===== config.mk =====
export PLATFORM = sky130hd
export DESIGN_NAME = brse_cell
export DESIGN_NICKNAME = d
export VERILOG_FILES = /design/src/rtl/brse_pkg.sv /design/src/rtl/brse_cell.sv
export SDC_FILE = /design/constraint.sdc
export NUM_CORES = 1
export LEC_CHECK = 0
export BUFFER_PORTS_ARGS = -buffer_cell sky130_fd_sc_hd__clkbuf_2
export CORE_AREA = 2 2 252 254
export CTS_CLUSTER_SIZE = 24
export DETAILED_ROUTE_END_ITERATION = 8
export DIE_AREA = 0 0 254 256
export PLACE_DENSITY = 0.61
export SLEW_MARGIN = 20
export SYNTH_ARGS = -nofsm -noshare
export SYNTH_HDL_FRONTEND = slang
export SYNTH_SLANG_ARGS = --single-unit

===== constraint.sdc =====
create_clock -name clk -period 7.2 [get_ports clk]
set_input_delay 0.72 -clock clk [delete_from_list [all_inputs] [get_ports clk]]
set_output_delay 0.72 -clock clk [all_outputs]
set_load 0.01 [all_outputs]

===== src/rtl/brse_pkg.sv =====
package brse_pkg;

	// fixed field widths
	localparam int OFF_W  = 48;
	localparam int ENT_W  = 5;
	localparam int STAT_W = 2;
	localparam int REQ_W  = 2;

	// default table size
	localparam int DEFAULT_TABLE_DEPTH = 16;

	// request codes
	localparam logic [REQ_W-1:0] REQ_ADD   = 2'd0;
	localparam logic [REQ_W-1:0] REQ_MERGE = 2'd1;
	localparam logic [REQ_W-1:0] REQ_QUERY = 2'd2;

	// status codes
	localparam logic [STAT_W-1:0] ST_OK      = 2'd0;
	localparam logic [STAT_W-1:0] ST_INVALID = 2'd1;
	localparam logic [STAT_W-1:0] ST_FULL    = 2'd2;

	// operation applied to every cell in a cycle
	typedef enum logic [2:0] {
		OP_HOLD,
		OP_LOAD,
		OP_SORT,
		OP_APPLY,
		OP_COMPACT
	} cell_op_t;

	typedef struct packed {
		cell_op_t op;
		logic     parity;
	} cell_ctrl_t;

endpackage


===== src/rtl/brse_cell.sv =====
module brse_cell import brse_pkg::*; #(
	parameter int IDX   = 0,
	parameter int CNT_W = 5
) (
	input  logic             clk,
	input  cell_ctrl_t       ctrl,
	input  logic             load_en,
	input  logic [OFF_W-1:0] new_first,
	input  logic [OFF_W-1:0] new_last,
	input  logic [OFF_W-1:0] probe,
	input  logic             valid_self,
	input  logic             left_valid,
	input  logic [OFF_W-1:0] left_first,
	input  logic [OFF_W-1:0] left_last,
	input  logic [OFF_W-1:0] left_runmax,
	input  logic [CNT_W-1:0] left_cnt,
	input  logic             left_hit,
	input  logic             left_dead,
	input  logic             right_valid,
	input  logic [OFF_W-1:0] right_first,
	input  logic [OFF_W-1:0] right_last,
	input  logic [OFF_W-1:0] right_gmax,
	input  logic             right_dead,
	output logic [OFF_W-1:0] first,
	output logic [OFF_W-1:0] last,
	output logic [OFF_W-1:0] runmax,
	output logic [OFF_W-1:0] gmax,
	output logic [CNT_W-1:0] cnt,
	output logic             hit,
	output logic             dead
);

	localparam logic IDX_ODD = ((IDX % 2) == 1);

	logic [OFF_W-1:0] first_q, last_q, runmax_q, gmax_q;
	logic [CNT_W-1:0] cnt_q;
	logic             hit_q, dead_q;

	logic             start_self, start_right;
	logic [OFF_W-1:0] runmax_d, gmax_d;
	logic             pair_r, both_r, both_l;
	logic             sw_r, sw_l;

	// group boundaries of the sorted table
	assign start_self  = valid_self && (!left_valid || (first_q > left_runmax));
	assign start_right = right_valid && (right_first > runmax_q);

	// running maximum of last offsets, carried from the left
	always_comb begin
		if (!valid_self) begin
			runmax_d = left_runmax;
		end else if (left_valid && (left_runmax > last_q)) begin
			runmax_d = left_runmax;
		end else begin
			runmax_d = last_q;
		end
	end

	// group maximum, carried from the right until the group ends
	assign gmax_d = (right_valid && !start_right) ? right_gmax : runmax_q;

	// wave registers relax every cycle toward their settled values
	always_ff @(posedge clk) begin
		runmax_q <= runmax_d;
		gmax_q   <= gmax_d;
		cnt_q    <= left_cnt + CNT_W'(start_self);
		hit_q    <= left_hit | (valid_self && (probe >= first_q) && (probe <= last_q));
	end

	// neighbor pairing for the transposition rounds
	assign pair_r = (ctrl.parity == IDX_ODD);
	assign both_r = valid_self && right_valid;
	assign both_l = left_valid && valid_self;

	always_comb begin
		sw_r = 1'b0;
		sw_l = 1'b0;
		case (ctrl.op)
			OP_SORT: begin
				sw_r = pair_r && both_r && (first_q > right_first);
				sw_l = !pair_r && both_l && (left_first > first_q);
			end
			OP_COMPACT: begin
				sw_r = pair_r && both_r && dead_q && !right_dead;
				sw_l = !pair_r && both_l && left_dead && !dead_q;
			end
			default: begin
				sw_r = 1'b0;
				sw_l = 1'b0;
			end
		endcase
	end

	// entry registers
	always_ff @(posedge clk) begin
		case (ctrl.op)
			OP_LOAD: begin
				if (load_en) begin
					first_q <= new_first;
					last_q  <= new_last;
				end
			end
			OP_SORT, OP_COMPACT: begin
				if (sw_r) begin
					first_q <= right_first;
					last_q  <= right_last;
					dead_q  <= right_dead;
				end else if (sw_l) begin
					first_q <= left_first;
					last_q  <= left_last;
					dead_q  <= left_dead;
				end
			end
			OP_APPLY: begin
				last_q <= gmax_q;
				dead_q <= !start_self;
			end
			default: begin
			end
		endcase
	end

	assign first  = first_q;
	assign last   = last_q;
	assign runmax = runmax_q;
	assign gmax   = gmax_q;
	assign cnt    = cnt_q;
	assign hit    = hit_q;
	assign dead   = dead_q;

endmodule


==> run metrics, run 1 <==
most common cell after layout, fill and taps aside clkbuf_2; Fill cells 6646; setup TNS 0 ns; Logic pwr share 32.8%; sequential fraction of the synthesis area 28.3%; layout cells sized above 1 29.7%; first-pass GRT wire length 111000 um; synth unique cells 61; crit path launch type flop; adder-cell area share of the yosys netlist 24.2%; Most common cell on crit path buf_4; slew margin rel. 28.8%; largest family of logic cells by synthesized area adder cells; die outline width 254 um; synthesized area per cell 9.02 um^2; Residual DRC 0; largest net degree at the start of global routing 107; CTS tree yes; die footprint 65000 um^2; area share of the largest cell type after synthesis 24.2%; WP data required 7.38 ns; later-pin clock latency in the skew report 0.51 ns; Cells after Synth 1939; CP Capture Type flop; post-route clock period utilization 65.1%; max frequency 213 MHz; switch share 36.5%; Port Buffer Count 647; Crit path arrival time 4.86 ns; CP max stage cell nor4_1; Hold/Removal Path Class primary input to flop; # Post-CTS Setup Buffers 0; hold path start right_gmax[3]; # IOs 648; ys flop type dfxtp_1; Worst Path Max Fanout 26; clk_skew 0.0193 ns; pwr dens 163 nW/um^2; CP delay by family, top simple AND/OR/NAND/NOR gates; CP Buf/Inv Count 2; sequential share of power 39.4%; Synth Net Count 2726; Initial Util 28.0%; Max Cap Viol 0; clk slew on worst S/H paths 0.09 ns; GRT Overall Usage 23.7%; TritonCTS buffer count 17; Final Non-Filler Cells 3412; Setup crit start first[41]; Compound-Gate Fraction of Synth Area 20.7%; # H-tree levels 4; Net Switching 1.32 mW; Post-DRT Antenna Nets 0; Post-synth ARST share 0%; initial DRC count 1020; Final setup viols 0; Synth area leader ha_1; worst ir drop on vdd 0.000187 V; initial antenna violation count 9; Layout Utilization 35.6%; max-slew violation count 0; number of flops mapped to enable cells by yosys 97; Leak 11.4 nW; CTS resizes 0; RSZ-0062 raised after global routing no; Mapped Area 17500 um^2; clock share of power 27.8%; Internal Pwr Total 2.30 mW; gr ovfl total 0; number of synthesized register bits 199; CP max stage delay 0.79 ns; XOR/XNOR Fraction of Synth Area 0.150%; final wirelength 79100 um; simple-gate share of the synthesized area 11.9%; Core ar. 62400 um^2; Worst Setup Path Type flop to flop; router iterations before antenna repair 6; num rows 92; Cells after DPL 3375; reg-to-reg critical path startpoint first[41]; Area contributors post-synth ha_1 24%, edfxtp_1 17%, dfxtp_1 12%; Final Hold Fails 0; Max clock buf depth 2; GPL Wtd Cong 0.901; Die H 256 um; Layout Nets 3335; yosys warns 0; dpl hpwl 64800 um; vias in the first global route 17000; clk root buf clkbuf_16; Wirelength per Cell 23.2 um; status finished clean; commonest non-fill, non-tap cells in the layout 647 x clkbuf_2, 338 x ha_1, 248 x inv_1, 143 x nand2_1; worst-margin pin slew 1.06 ns; Area growth syn-to-layout 27.1%; Hold-fix buffers, CTS 0; mux cell area share after synthesis 7.18%; Via density 5.11; clock sink count 199; critical path cell sequence ha_1 -> nand4_1 -> nor4_1 -> nand3_1 -> o211a_1 -> o21ai_4 -> buf_4 -> nor3_1 -> o221ai_4 -> buf_4; minimum clock period after layout 4.68 ns; total number of vias 17400
==> cells by family after synthesis <==
| logic type | after synthesis |
|---|---|
| buf+inv | 322 |
| flops | 199 |
| fa+ha+maj | 338 |
| compound gates | 530 |
| xor+xnor | 3 |
| simple gates | 435 |
| mux | 112 |
==> synth_stat cells (4+ instances only) <==
cell type	instances
ha_1	338
inv_1	248
nand2_1	145
a21oi_1	105
dfxtp_1	102
edfxtp_1	97
nor2_1	76
nand3_1	72
a21o_1	69
o21ai_0	69
nand4_1	66
mux2i_1	64
o211ai_1	51
o21ai_1	51
a22oi_1	48
a2bb2oi_1	48
clkbuf_1	46
a221o_1	37
mux2_2	28
mux2_4	20
nor3_1	17
nor2b_1	15
nor4_1	15
buf_2	14
a211oi_1	13
nand2b_1	8
buf_6	6
o21a_1	6
and4_1	5
o31ai_1	5
a2111oi_0	4
buf_4	4
o211a_1	4
or3_1	4
==> state kept, by name, indices dropped and copies added, names as in the netlist <==
register,cells
first,48
gmax,48
last,48
runmax,48
cnt,5
dead,1
hit,1
==> stage by stage <==
stage	instance area, um^2	setup WS, ns	power (mW)	hold WS (ns)
3_5_place_dp	21700	2.14	2.64	0.507
3_3_place_gp	21600	1.78	2.63	0.511
2_1_floorplan	17500	2.00	2.08	0.552
4_1_cts	22200	2.48	3.66	0.374
5_1_grt	22200	2.28	3.82	0.396
6_report	22200	2.52	3.62	0.426
==> worst register-to-register path: cells and delay by family (launching register included) <==
kind / cells / cell delay, ns
compound gates: 3 / 1.12
fa+ha+maj: 1 / 0.38
buf+inv: 2 / 0.83
flops: 1 / 0.55
simple gates: 4 / 1.46
==> area by class of cell <==
cell class / instances / area (um^2) / share of cell area [%]
inverter: 248 / 931 / 4.19
sequential: 199 / 4950 / 22.3
antenna: 5 / 12.5 / 0.0563
clock inverter: 13 / 115 / 0.518
multi-input combinational: 1418 / 11300 / 51.0
timing repair buffer: 664 / 3380 / 15.2
clock buffer: 19 / 443 / 1.99
tap: 846 / 1060 / 4.76
==> power by group through the flow <==
stage	logic [mW]	clock network (mW)	registers (mW)
after floorplan	0.618	0	1.47
after global placement	1.17	0	1.45
after detailed placement	1.18	0	1.45
after CTS	1.19	1.05	1.43
after global routing	1.31	1.07	1.44
final	1.19	1.01	1.43
==> path summary, 6_finish.rpt <==
kind	cells past startpoint	slack [ns]	end
max	10	2.52	last[23]
min	2	0.43	gmax[3]
max reg2reg	10	2.52	last[23]
min reg2reg	1	0.52	gmax[19]
==> per-layer routing <==
layer | track usage [%] | wire length (um) | vias up
met4 | 8.12 | 2030 | 6
met5 | 0 | 30 | -
met3 | 5.07 | 5380 | 88
met2 | 40.8 | 38300 | 672
li1 | - | - | 8417
met1 | 29.0 | 33400 | 8240
Power figures use the tool's default switching activity.
==> run 2: changes to the inputs <==
==> constraint.sdc (replaced) <==
create_clock -name clk -period 4.75 [get_ports clk]
set_input_delay 0.475 -clock clk [delete_from_list [all_inputs] [get_ports clk]]
set_output_delay 0.475 -clock clk [all_outputs]
set_load 0.01 [all_outputs]
==> run 2 against run 1 <==
Net effect: first-iteration DRC count decreased by 2.9%; clock power is 50% higher; setup slack worse by 1.8 ns; final cell count grew 0.41%; sequential share of layout area down 0.15 points; total power rose by 51%; sequential power up 52%.
==> run metrics, run 2 (synthesis results as in run 1) <==
status finished clean; WP data required 4.99 ns (-2.39 ns); largest net degree at the start of global routing 81 (-24%); reg-to-reg critical path startpoint first[46]; Die H 256 um (unchanged); Crit path arrival time 4.29 ns (-0.57 ns); most common cell after layout, fill and taps aside clkbuf_2; Leak 11.5 nW (+0.69%); r2r setup slk 0.71 ns (-1.81 ns); Final Cell Area 22400 um^2 (+0.70%); clk root buf clkbuf_16; post-route clock period utilization 85.1% (+20 points); Max Cap Viol 0 (unchanged); initial antenna violation count 11 (+2); gr ovfl total 0 (unchanged); Power Total 5.49 mW (+51%); Core ar. 62400 um^2 (unchanged); Area growth syn-to-layout 28.0%; Layout Nets 3346 (+0.33%); Initial Util 28.0% (unchanged); num rows 92 (unchanged); dpl hpwl 65100 um (+0.41%); clk slew on worst S/H paths 0.09 ns (about the same); GPL Wtd Cong 0.938 (+4.1%); total number of vias 17400 (-0.27%); first-pass GRT wire length 112000 um (+0.71%); clk_skew 0.0221 ns (+0.00279 ns); minimum clock period after layout 4.04 ns (-0.641 ns); CP max stage delay 0.64 ns (-0.15 ns); slew margin rel. 30.3% (+1.5 points); Worst Path Max Fanout 18 (-31%); RSZ-0062 raised after global routing no; commonest non-fill, non-tap cells in the layout 647 x clkbuf_2, 338 x ha_1, 248 x inv_1, 143 x nand2_1; pwr dens 245 nW/um^2 (+50%); worst-margin pin slew 1.05 ns (-0.0129 ns); Via density 5.07 (-0.68%); Final setup viols 0 (unchanged); layout cells sized above 1 30.1% (+0.38 points); router iterations before antenna repair 5 (-1); crit path launch type flop; Port Buffer Count 647 (unchanged); clock sink count 199 (unchanged); GRT Overall Usage 23.6% (-0.055 points); CTS resizes 0 (unchanged); Hold Crit Depth 2 (unchanged); vias in the first global route 17200 (+0.89%); Residual DRC 0 (unchanged); CP max stage cell a211oi_1; Setup crit start first[46]; die outline width 254 um (unchanged); worst ir drop on vdd 0.000287 V (+54%); Reg2Reg Depth 10 (unchanged); later-pin clock latency in the skew report 0.51 ns (about the same); initial DRC count 990 (-2.9%); # Post-CTS Setup Buffers 0 (unchanged); CP Capture Type flop; Final Hold Fails 0 (unchanged); Post-DRT Antenna Nets 0 (unchanged); max-slew violation count 0 (unchanged); CTS tree yes; hold_ws 0.182 ns (-0.244 ns); # IOs 648 (unchanged); slack of the critical path 0.706 ns (-1.81 ns); # H-tree levels 4 (unchanged); max frequency 247 MHz (+16%); critical path cell sequence ha_1 -> nand4_1 -> nor2_1 -> a221o_1 -> a211oi_1 -> o211a_1 -> o21ai_4 -> nor3_1 -> a21oi_4 -> buf_4; final wirelength 78000 um (-1.4%); Hold/Removal Path Class primary input to flop; die footprint 65000 um^2 (unchanged); TritonCTS buffer count 17 (unchanged); Worst Setup Path Type flop to flop; pre-CTS setup slack 0.499 ns (-1.64 ns); dpl cell area 21800 um^2 (+0.73%); Wirelength per Cell 22.8 um (-1.8%); Max clock buf depth 2 (unchanged); Hold-fix buffers, CTS 0 (unchanged); hold path start right_gmax[28]
[run 2: cell count changes in the layout (fill, tap and decap cells not counted), sizes merged]
cell,before,now
clkinvlp,0,1
clkbuf,666,665
inv,254,256
clkinv,7,5
diode,5,8
buf,17,28
[run 2: power by group]
group	leakage [nW]	internal [mW]	switching (mW)	total (mW)
Sequential	1.76	2.00	0.174	2.17
Clock	0.275	0.698	0.812	1.51
Combinational	9.43	0.801	1.00	1.81
[run 2: critical path, delay by kind of cell, from the launching register on]
family | cells | cell delay, ns
buffers and inverters | 1 | 0.31
DFF | 1 | 0.50
and+or+nand+nor | 3 | 0.86
adders and majority gates | 1 | 0.37
AOI/OAI and AO/OA | 5 | 1.71
[run 2: metal layers]
| layer | GRT usage, % | part of all wire [%] | up-vias |
|---|---|---|---|
| met3 | 4.36 | 6.6 | 107 |
| met5 | 0 | 0.044 | - |
| met4 | 8.56 | 2.7 | 6 |
| li1 | - | - | 8445 |
| met1 | 29.3 | 42 | 8135 |
| met2 | 40.6 | 49 | 683 |
[run 2: layout make-up]
| type | count | area [um^2] |
|---|---|---|
| Fill cell | 6563 | 40000 |
| Antenna cell | 8 | 20.0 |
| Timing Repair Buffer | 675 | 3540 |
| Multi-Input combinational cell | 1418 | 11300 |
| Clock inverter | 14 | 113 |
| Clock buffer | 18 | 439 |
| Sequential cell | 199 | 4950 |
| Inverter | 248 | 931 |
| Tap cell | 846 | 1060 |
[run 2: path summary, 6_finish.rpt]
kind / endpoint
setup / recovery: first[11]
hold / removal: gmax[28]
setup reg to reg: first[11]
hold reg to reg: gmax[20]
[run 2: stage by stage]
step	utilization [%]	instances	TNS, ns
2_1_floorplan	-	1939	-19.73
3_3_place_gp	34.9	3386	0
3_5_place_dp	35.0	3386	0
4_1_cts	35.8	3418	0
5_1_grt	35.9	3425	0
6_report	35.9	3426	0
